`src/b2da_pkg.sv`:
```
// Package for the binary to decimal ASCII unit.
// Holds the sequencer state type, the cell control struct and fixed constants.
// No dependencies.
package b2da_pkg;

  localparam int VALUE_W    = 64;
  localparam int BIT_CNT_W  = 6;
  localparam int DIGIT_W    = 4;
  localparam int CAP_W      = 5;
  localparam int TOTAL_W    = 5;
  localparam int CHAR_W     = 8;

  localparam logic [CHAR_W-1:0] ASCII_ZERO  = 8'h30;
  localparam logic [CHAR_W-1:0] ASCII_MINUS = 8'h2D;
  localparam logic [DIGIT_W-1:0] DABBLE_MIN = 4'd5;
  localparam logic [DIGIT_W-1:0] DABBLE_ADD = 4'd3;

  typedef enum logic [1:0] {
    ST_IDLE,
    ST_CONV,
    ST_NORM,
    ST_EMIT
  } state_t;

  // control shared by every digit cell
  typedef struct packed {
    logic clear;
    logic dabble;
    logic shift;
  } cell_ctrl_t;

endpackage

```
`src/binary_to_decimal_ascii_unit.sv`:
```
// Binary to decimal ASCII unit: top level, sequencer and output register.
// Instantiates a chain of b2da_cell digit cells; depends on b2da_pkg.
//
// Input channel (in_valid/in_ready): func, value, capacity. in_ready is high
// only while no conversion is in progress; one item is worked at a time.
// Output channel (out_valid/out_ready): one transfer per character, most
// significant first, '-' leading a negative signed value; last marks the
// final one and total_length is on every transfer. When the text would not
// fit capacity (or needs more than MAX_DIGITS digits) a single transfer with
// has_char 0, last 1 and total_length 0 is given instead.
// Sequence: after the input transfer the magnitude is shifted into the digit
// chain one bit a cycle, then leading zero digits are shifted out one a
// cycle, then one character per cycle, while the receiver accepts, leaves
// through the output register. Without receiver stalls the shift-in is the
// longest of these phases.
// A receiver stall holds the output register and pauses emission; nothing
// is dropped. Reset clears the sequencer and the output valid.
module binary_to_decimal_ascii_unit #(
  parameter int MAX_DIGITS = 20
) (
  input  logic                             clk,
  input  logic                             rst,
  input  logic                             in_valid,
  output logic                             in_ready,
  input  logic                             func,
  input  logic [b2da_pkg::VALUE_W-1:0]     value,
  input  logic [b2da_pkg::CAP_W-1:0]       capacity,
  output logic                             out_valid,
  input  logic                             out_ready,
  output logic [b2da_pkg::CHAR_W-1:0]      char_code,
  output logic                             has_char,
  output logic                             last,
  output logic [b2da_pkg::TOTAL_W-1:0]     total_length
);

  localparam int CNT_W = $clog2(MAX_DIGITS + 1);

  b2da_pkg::state_t state, state_next;

  logic [b2da_pkg::VALUE_W-1:0]   mag;
  logic                           neg;
  logic [b2da_pkg::CAP_W-1:0]     cap;
  logic [b2da_pkg::BIT_CNT_W-1:0] bitcnt;
  logic                           ovf;
  logic [CNT_W-1:0]               shifts;
  logic                           fail;
  logic                           sign_pend;
  logic [b2da_pkg::TOTAL_W-1:0]   remain;
  logic [b2da_pkg::TOTAL_W-1:0]   total;

  b2da_pkg::cell_ctrl_t           cell_ctrl;
  logic [MAX_DIGITS-1:0]          bit_chain;
  logic [b2da_pkg::DIGIT_W-1:0]   digit_chain [MAX_DIGITS];
  logic [b2da_pkg::DIGIT_W-1:0]   top_digit;

  logic                           in_xfer;
  logic                           out_free;
  logic                           conv_done;
  logic                           norm_stop;
  logic [b2da_pkg::TOTAL_W-1:0]   ndig_calc;
  logic [b2da_pkg::TOTAL_W-1:0]   total_calc;
  logic                           emit_any;
  logic                           emit_ovf;
  logic                           emit_sign;
  logic                           emit_digit;

  // digit chain, cell 0 is the least significant digit
  for (genvar i = 0; i < MAX_DIGITS; i++) begin : g_cell
    logic                         cin;
    logic [b2da_pkg::DIGIT_W-1:0] din;
    if (i == 0) begin : g_low
      assign cin = mag[b2da_pkg::VALUE_W-1];
      assign din = '0;
    end else begin : g_up
      assign cin = bit_chain[i-1];
      assign din = digit_chain[i-1];
    end
    b2da_cell u_cell (
      .clk       (clk),
      .ctrl      (cell_ctrl),
      .bit_in    (cin),
      .digit_in  (din),
      .bit_out   (bit_chain[i]),
      .digit_out (digit_chain[i])
    );
  end

  assign top_digit  = digit_chain[MAX_DIGITS-1];
  assign in_xfer    = in_valid && in_ready;
  assign out_free   = !out_valid || out_ready;
  assign conv_done  = (bitcnt == b2da_pkg::BIT_CNT_W'(b2da_pkg::VALUE_W - 1));
  assign norm_stop  = (top_digit != '0) || (shifts == CNT_W'(MAX_DIGITS - 1));
  assign ndig_calc  = b2da_pkg::TOTAL_W'(MAX_DIGITS) - b2da_pkg::TOTAL_W'(shifts);
  assign total_calc = ndig_calc + b2da_pkg::TOTAL_W'(neg);

  // next state
  always_comb begin
    state_next = state;
    case (state)
      b2da_pkg::ST_IDLE: begin
        if (in_valid) state_next = b2da_pkg::ST_CONV;
      end
      b2da_pkg::ST_CONV: begin
        if (conv_done) state_next = b2da_pkg::ST_NORM;
      end
      b2da_pkg::ST_NORM: begin
        if (norm_stop) state_next = b2da_pkg::ST_EMIT;
      end
      b2da_pkg::ST_EMIT: begin
        if (out_free && (fail || (!sign_pend && remain == b2da_pkg::TOTAL_W'(1)))) begin
          state_next = b2da_pkg::ST_IDLE;
        end
      end
      default: state_next = b2da_pkg::ST_IDLE;
    endcase
  end

  // state outputs
  always_comb begin
    in_ready         = 1'b0;
    emit_any         = 1'b0;
    cell_ctrl.clear  = 1'b0;
    cell_ctrl.dabble = 1'b0;
    cell_ctrl.shift  = 1'b0;
    case (state)
      b2da_pkg::ST_IDLE: begin
        // closed while reset is held so no transfer is taken and lost
        in_ready        = !rst;
        cell_ctrl.clear = in_valid;
      end
      b2da_pkg::ST_CONV: begin
        cell_ctrl.dabble = 1'b1;
      end
      b2da_pkg::ST_NORM: begin
        cell_ctrl.shift = !norm_stop;
      end
      b2da_pkg::ST_EMIT: begin
        emit_any        = out_free;
        cell_ctrl.shift = out_free && !fail && !sign_pend;
      end
      default: begin
        in_ready = 1'b0;
      end
    endcase
  end

  assign emit_ovf   = emit_any && fail;
  assign emit_sign  = emit_any && !fail && sign_pend;
  assign emit_digit = emit_any && !fail && !sign_pend;

  always_ff @(posedge clk) begin
    if (rst) begin
      state <= b2da_pkg::ST_IDLE;
    end else begin
      state <= state_next;
    end
  end

  // datapath
  always_ff @(posedge clk) begin
    if (in_xfer) begin
      neg    <= func && value[b2da_pkg::VALUE_W-1];
      mag    <= (func && value[b2da_pkg::VALUE_W-1]) ? (~value + 1'b1) : value;
      cap    <= capacity;
      bitcnt <= '0;
      ovf    <= 1'b0;
      shifts <= '0;
    end else if (state == b2da_pkg::ST_CONV) begin
      mag    <= {mag[b2da_pkg::VALUE_W-2:0], 1'b0};
      bitcnt <= bitcnt + 1'b1;
      // a bit leaving the top cell means more than MAX_DIGITS digits
      ovf    <= ovf || bit_chain[MAX_DIGITS-1];
    end else if (state == b2da_pkg::ST_NORM) begin
      if (norm_stop) begin
        total     <= total_calc;
        remain    <= ndig_calc;
        sign_pend <= neg;
        fail      <= ovf || (total_calc > cap);
      end else begin
        shifts <= shifts + 1'b1;
      end
    end else if (emit_sign) begin
      sign_pend <= 1'b0;
    end else if (emit_digit) begin
      remain <= remain - 1'b1;
    end
  end

  // output register
  always_ff @(posedge clk) begin
    if (rst) begin
      out_valid <= 1'b0;
    end else if (emit_any) begin
      out_valid <= 1'b1;
    end else if (out_ready) begin
      out_valid <= 1'b0;
    end
  end

  always_ff @(posedge clk) begin
    if (emit_ovf) begin
      char_code    <= '0;
      has_char     <= 1'b0;
      last         <= 1'b1;
      total_length <= '0;
    end else if (emit_sign) begin
      char_code    <= b2da_pkg::ASCII_MINUS;
      has_char     <= 1'b1;
      last         <= 1'b0;
      total_length <= total;
    end else if (emit_digit) begin
      char_code    <= b2da_pkg::ASCII_ZERO + b2da_pkg::CHAR_W'(top_digit);
      has_char     <= 1'b1;
      last         <= (remain == b2da_pkg::TOTAL_W'(1));
      total_length <= total;
    end
  end

endmodule

```
`src/b2da_cell.sv`:
```
// One BCD digit cell of the conversion chain.
// Clear to zero, shift-add-3 step toward the upper neighbor, or a plain digit shift upward.
// Depends on b2da_pkg.
module b2da_cell (
  input  logic                           clk,
  input  b2da_pkg::cell_ctrl_t           ctrl,
  input  logic                           bit_in,
  input  logic [b2da_pkg::DIGIT_W-1:0]   digit_in,
  output logic                           bit_out,
  output logic [b2da_pkg::DIGIT_W-1:0]   digit_out
);

  logic [b2da_pkg::DIGIT_W-1:0] digit;
  logic [b2da_pkg::DIGIT_W-1:0] adj;

  always_comb begin
    if (digit >= b2da_pkg::DABBLE_MIN) begin
      adj = digit + b2da_pkg::DABBLE_ADD;
    end else begin
      adj = digit;
    end
  end

  assign bit_out   = adj[b2da_pkg::DIGIT_W-1];
  assign digit_out = digit;

  always_ff @(posedge clk) begin
    if (ctrl.clear) begin
      digit <= '0;
    end else if (ctrl.dabble) begin
      digit <= {adj[b2da_pkg::DIGIT_W-2:0], bit_in};
    end else if (ctrl.shift) begin
      digit <= digit_in;
    end
  end

endmodule

```
`config.mk`:
```
export PLATFORM = sky130hd
export DESIGN_NAME = binary_to_decimal_ascii_unit
export DESIGN_NICKNAME = d
export VERILOG_FILES = /design/src/b2da_pkg.sv /design/src/binary_to_decimal_ascii_unit.sv /design/src/b2da_cell.sv
export SDC_FILE = /design/constraint.sdc
export NUM_CORES = 1
export LEC_CHECK = 0
export BUFFER_PORTS_ARGS = -buffer_cell sky130_fd_sc_hd__buf_2
export CORE_UTILIZATION = 40
export CTS_CLUSTER_SIZE = 24
export DETAILED_ROUTE_END_ITERATION = 6
export HOLD_SLACK_MARGIN = 0.02
export PLACE_DENSITY = 0.66
export SETUP_SLACK_MARGIN = 0.5
export SYNTH_ARGS = -nofsm -noshare
export SYNTH_HDL_FRONTEND = slang
export SYNTH_SLANG_ARGS = --single-unit
export TNS_END_PERCENT = 10
```
`constraint.sdc`:
```
create_clock -name clk -period 8.61 [get_ports clk]
set_input_delay 0.861 -clock clk [delete_from_list [all_inputs] [get_ports clk]]
set_output_delay 0.861 -clock clk [all_outputs]
set_load 0.05 [all_outputs]
```
# ---- Word-level counts from Yosys, hierarchy flattened
# Index checks and enable logic that the tools add are counted.
dict set report op_classes {
  add_sub_neg 27
  order_cmp 21
  eq_ne 11
  mux 90
  n_bitwise 4
  n_reduce_logical 34
}
# operator count
set ops {}
lappend ops {{$mux 4} 60}
lappend ops {{$mux 64} 3}
lappend ops {{$add 4x2->4 const B} 20}
lappend ops {{$ge 4x3->1 const B} 20}
lappend ops {{$add 64x1->64 const B} 1}
lappend ops {{$not 64->64} 1}
lappend ops {{$mux 5} 6}
lappend ops {{$mux 1} 13}
lappend ops {{$mux 6} 2}
lappend ops {{$reduce_and 4->1} 3}
lappend ops {{$reduce_bool 2->1} 6}
lappend ops {{$logic_and 1x1->1} 10}
lappend ops {{$mux 2} 4}
lappend ops {{$ne 2x2->1 const B} 4}
lappend ops {{$pmux 2 s4} 1}
lappend ops {{$add 6x4->7 const A} 1}
lappend ops {{$add 6x1->6 const B} 1}
lappend ops {{$eq 6x6->1 const B} 1}
lappend ops {{$add 5x1->5} 1}
lappend ops {{$add 5x1->5 const B} 1}
lappend ops {{$eq 5x1->1 const B} 1}
lappend ops {{$eq 5x5->1 const B} 1}
lappend ops {{$gt 5x5->1} 1}
lappend ops {{$logic_not 1->1} 5}
lappend ops {{other kinds (13)} 20}
dict set report totals {
  regBits 191
  in_bits 74
  out_inout_bits 17
  elab_cells 224
}

# ---- Logic depth before layout (Yosys ltp)
dict set report depth {
  word_depth 8
  depth_mapped 10
}

# ---- Hierarchy
# A second synthesis with hierarchy kept.
dict set report unflattened {
  hier_cells 1375
  area_unflattened_um2 11972.7
}
# module n_inst cells_each area_per_inst_um2 seq_area_each_um2
set by_module_without_submodules {}
lappend by_module_without_submodules {binary_to_decimal_ascii_unit 1 675 6367.4 3022.9}
lappend by_module_without_submodules {b2da_cell 20 35 280.3 80.1}

# ---- Least setup slack after synthesis
# No wires, ideal clock.
dict set report synth_timing {
  path_type {in2reg}
  from {input port in_valid}
  to {register fail, enable pin}
  arrival_ns 3.419
  t_required_ns 8.228
  path_slack_ns 4.808
  cell_stages 8
  cell_sequence {and2_1 -> clkbuf_1 -> nand2b_1 -> clkbuf_1 -> clkinv_1 -> nor2_1 -> inv_1 -> a311oi_1}
}
dict set report synth_between {
  elab_chain_len 3
}
# element line_no
set synth_rtl {}
lappend synth_rtl {{start: declaration} binary_to_decimal_ascii_unit.sv:23} ;# input logic in_valid,
lappend synth_rtl {{$logic_and 1x1->1} binary_to_decimal_ascii_unit.sv:89} ;# assign in_xfer = in_valid && in_ready;
lappend synth_rtl {{$not 1->1 (no line)} n/a}
lappend synth_rtl {{$reduce_and 4->1 (no line)} n/a}
lappend synth_rtl {{end signal: assignment} binary_to_decimal_ascii_unit.sv:178} ;# fail <= ovf || (total_calc > cap);
lappend synth_rtl {{end: declaration} binary_to_decimal_ascii_unit.sv:46} ;# logic fail;
# No other way between the ends.
# A chain may end at the register's enable or synchronous reset.

# ---- Worst setup path after layout
dict set report layout_timing {
  from {register state[1]}
  to {register total[3] (netlist bit), enable pin}
}
dict set report layout_between {
  elab_chain_len 5
}
# element line_no
set layout_rtl {}
lappend layout_rtl {{start: declaration} binary_to_decimal_ascii_unit.sv:38} ;# b2da_pkg::state_t state, state_next;
lappend layout_rtl {{start signal: assignment} binary_to_decimal_ascii_unit.sv:153} ;# state <= b2da_pkg::ST_IDLE;
lappend layout_rtl {{start signal: assignment} binary_to_decimal_ascii_unit.sv:155} ;# state <= state_next;
lappend layout_rtl {{$logic_not 2->1} binary_to_decimal_ascii_unit.sv:125} ;# case (state)
lappend layout_rtl {{$mux 1} binary_to_decimal_ascii_unit.sv:125}
lappend layout_rtl {{$logic_and 1x1->1} binary_to_decimal_ascii_unit.sv:89}
lappend layout_rtl {{$not 1->1 (no line)} n/a}
lappend layout_rtl {{$reduce_and 4->1 (no line) (*)} n/a}
lappend layout_rtl {{end signal: assignment} binary_to_decimal_ascii_unit.sv:175} ;# total <= total_calc;
lappend layout_rtl {{end: declaration} binary_to_decimal_ascii_unit.sv:49} ;# logic [b2da_pkg::TOTAL_W-1:0] total;
# Every way passes the cells marked *; elsewhere a longest branch is shown, timed or not.

==> key figures <==
Yosys
  • Synth async-reset ratio: 0
  • Mapped Avg Cell Area: roughly 8.4 um2
  • Synth area leader: edfxtp_1
  • Dominant cells by area after synthesis: edfxtp_1, dfxtp_1, ha_1
  • Main combinational cell family by area after synthesis: compound AO/OA/AOI/OAI gates
  • Post-synth cell types: 62
  • Post-synthesis sequential area ratio: 0.397
  • Compound-Gate Fraction of Synth Area: 0.217
  • Mapped Cells: 1385
  • Top_reg_cell synth: dfxtp_1
  • Synth Register Bits: 190
  • Number of flops mapped to enable cells by yosys: 82
  • Area share of fa/ha/maj cells after synthesis: 0.0633
  • Post-Synth Simple-Gate Area: 0.173
  • Synth Area in XOR/XNOR: 0.0743
  • Yosys warns: 0
  • Area share of the largest cell type after synthesis: 0.211
  • Multiplexer area fraction after synthesis: 0.0197
  • Mapped Area: around 12000 um2

Clock tree
  • Post CTS Setup Buffer Count: 0
  • Cts repair resizes: 0
  • Sink Count: 190
  • Worst-skew pair later-pin latency: 440 ps
  • Clock tree from TritonCTS: done
  • Clk root buf: clkbuf_16
  • # H-tree levels: 4
  • Hold_buf cts: 0
  • Max clock buf depth: 2
  • Clock-pin slew on the worst setup and hold paths: 80 ps
  • Number of buffers created by CTS: 17

Floorplan
  • Rows: between 60 and 70
  • Starting Density: 0.406
  • Core area: 28700 um2
  • Die H: between 150 and 200 um
  • Die area: 29800 um2
  • # IOs: 91
  • Chip width: 173 um

Route
  • Antenna viol nets, final: 0
  • DRT iter0 DRCs: between 600 and 700
  • Vias: between 9000 and 10000
  • DRT Pass-1 Iters: 7
  • Vias/cell: 5.26
  • Total routed wirelength: 24400 um
  • Drt wl/cell: 13.5 um
  • DRC: 0

Critical path
  • Reg2reg setup slack: about 3200 ps
  • CP required: 8680 ps
  • Reg-to-reg endpoint: total[3]$_DFFE_PP_
  • Reg2reg start: state[1]$_SDFFE_PP0P_
  • Arr. time, crit path: roughly 5500 ps
  • Setup crit start: state[1]$_SDFFE_PP0P_
  • Worst path cell trace: inv_1 > ha_1 > and2_2 > buf_4 > nand2b_4 > buf_4 > clkinv_1 > nor2_1 > inv_2 > buf_4 > a311oi_1
  • Reg2reg path depth: 11
  • CP Class: reg -> reg
  • Most frequent CP cell: buf_4
  • Worst setup path endpoint: total[3]$_DFFE_PP_
  • Crit start category: flip-flop
  • Crit. End Element: flip-flop
  • Worst-path maximum fanout: 125
  • CP max stage delay: 880 ps
  • CP max stage cell: clkinv_1

STA
  • Final setup viols: 0
  • Fin. Hold Viols: 0
  • Slack of the critical path: around 3200 ps
  • Pins over their slew limit: 0
  • Slew @ Worst Pin: 1100 ps
  • Setup_tns: 0 ps
  • Tcrit/Tclk final: 0.628
  • Relative slew slack: 0.260
  • FMAX: 185 MHz
  • Clock Skew: about 15 ps
  • RSZ-0062 raised after global routing: false
  • Post-route minimum period: 5400 ps
  • Hold WS: 442 ps

Outcome
  • Outcome: finished, final reports clean

Power and ir drop
  • Sequential share of power: 0.369
  • Combinational power share: 0.454
  • Clk network pwr share: 0.176
  • Switching pwr: 2000 uW
  • Pwr dens: about 360 nW/um2
  • Switching share of total power: 0.435
  • Worst VDD drop: 0.000188 V
  • Leak: 0.00484 uW
  • P_int: 2610 uW

Hold path
  • Path category of the worst min-delay check: reg -> reg

Global routing
  • Largest net degree at the start of global routing: 126
  • Vias in the first global route: 8582
  • First-pass GRT wire length: 41100 um
  • Total grt overflow: 0
  • Initial antenna violation count: 0
  • GRT Util Overall: 0.163

Final layout
  • # fillers: between 2000 and 3000
  • Inserted Diodes: 0
  • Footprint of the multi-input gates: 6420 um2
  • Proportion of layout cells with a drive suffix above 1: 0.105
  • Area Overhead vs Synth: 10.8%
  • NumNets Final: 1546
  • Register area: 4620 um2

Placed design
  • IO buf count: between 80 and 90
  • Dpl ws: between 3000 and 4000 ps
  • RePlAce Congestion: 0.792
  • HPWL Detailed: about 16000 um

Job
  • Number of max-cap violations: 0
==> layout make-up <==
| type | count | area share |
|---|---|---|
| multi-input combinational | 1030 | 0.497 |
| tap | 384 | 0.0372 |
| clock buffer | 17 | 0.0329 |
| clock inverter | 15 | 0.0138 |
| timing repair buffer | 95 | 0.0382 |
| inverter | 79 | 0.0230 |
| sequential | 190 | 0.358 |
==> layout by cell type, fill, tap and decap left out, types with 5 or more instances in the layout <==
master,n
dfxtp_1,108
clkbuf_16,17
nor2_1,152
nand2_1,169
nor4_1,6
a31oi_1,43
o32a_1,17
nand3_1,14
buf_4,7
o31ai_1,13
mux2i_1,23
o21ai_0,107
a211oi_1,57
o211ai_1,19
ha_1,58
xor2_1,42
xnor2_1,57
o21a_1,20
edfxtp_1,82
inv_8,6
nand4_1,9
and3_1,5
a21oi_1,105
inv_1,75
buf_2,88
nor3_1,28
o21ai_1,5
nand2b_1,24
==> logic make-up after synthesis <==
| family | after synthesis |
|---|---|
| other cells | 1 |
| fa+ha+maj | 59 |
| compound gates | 404 |
| simple gates | 443 |
| mux | 23 |
| xor+xnor | 99 |
| flops | 190 |
| buf+inv | 166 |
==> sequential cells by signal (all words and copies together) (netlist names) <==
signal                   cells
shifts                       5
has_char                     1
total_length                 5
bitcnt                       6
sign_pend                    1
total                        5
out_valid                    1
state                        2
last                         1
fail                         1
mag                         64
neg                          1
g_cell.u_cell.digit_out     80
cap                          5
char_code                    6
ovf                          1
remain                       5
==> power by group through the flow <==
stage          Sequential (uW)  Combinational [uW]  Clock [uW]
2_1_floorplan             1690                1680           0
3_3_place_gp              1710                2050           0
3_5_place_dp              1720                2100           0
4_1_cts                   1700                2120         835
5_1_grt                   1760                2400         872
6_report                  1700                2090         813
==> routing by layer <==
layer  vias to the layer above  part of all wire  global-route usage
met2                       187              0.45               0.265
li1                       4953                 -                   -
met3                        22             0.048              0.0290
met4                         0            0.0097              0.0387
met1                      4351              0.49               0.225
met5                         -                 0                   0
==> per-stage QoR <==
| step | instances | power (uW) | util | instance area, um2 |
|---|---|---|---|---|
| after floorplan | 1386 | 3370 | - | 11700 |
| after global placement | 1778 | 3760 | 0.429 | 12300 |
| after detailed placement | 1778 | 3830 | 0.429 | 12300 |
| after CTS | 1810 | 4660 | 0.450 | 12900 |
| after global routing | 1810 | 5030 | 0.450 | 12900 |
| final | 1810 | 4610 | 0.450 | 12900 |
==> critical path, delay by kind of cell (launching register included) <==
family / cells / cell delay [ps]
fa+ha+maj: 1 / 220
buf+inv: 6 / 2540
simple gates: 3 / 780
compound gates: 1 / 860
flops: 1 / 470
==> synth_stat cells (4+ instances only) <==
| master | instances |
|---|---|
| a31oi_1 | 43 |
| nand2b_1 | 25 |
| xnor2_1 | 57 |
| and2_1 | 5 |
| mux2i_1 | 23 |
| o21ai_1 | 5 |
| nand2_1 | 169 |
| nor4_2 | 4 |
| buf_1 | 7 |
| nor3_1 | 28 |
| a211oi_1 | 57 |
| clkbuf_1 | 74 |
| nand3_1 | 14 |
| ha_1 | 59 |
| nor2b_1 | 4 |
| dfxtp_1 | 108 |
| nor3b_1 | 4 |
| nand4_1 | 9 |
| nor4_1 | 6 |
| nor2_1 | 152 |
| a21oi_1 | 105 |
| inv_1 | 76 |
| edfxtp_1 | 82 |
| o32a_1 | 17 |
| xor2_1 | 42 |
| o211ai_1 | 19 |
| and3_1 | 5 |
| o21ai_0 | 107 |
| o21a_1 | 20 |
| o31ai_1 | 13 |
==> worst min-delay path by stage <==
stage	cells after the start	to	from	slack (ps)
6_report	2	char_code[4]$_SDFFE_PP0P_	char_code[4]$_SDFFE_PP0P_	440
5_1_grt	2	char_code[4]$_SDFFE_PP0P_	char_code[4]$_SDFFE_PP0P_	480
4_1_cts	2	char_code[1]$_SDFFE_PP0P_	char_code[1]$_SDFFE_PP0P_	450
3_5_place_dp	2	char_code[1]$_SDFFE_PP0P_	char_code[1]$_SDFFE_PP0P_	430
3_3_place_gp	2	char_code[1]$_SDFFE_PP0P_	char_code[1]$_SDFFE_PP0P_	430
2_1_floorplan	2	ovf$_SDFFE_PP0P_	ovf$_SDFFE_PP0P_	430
Note: power is estimated with default switching activity, not from simulation.
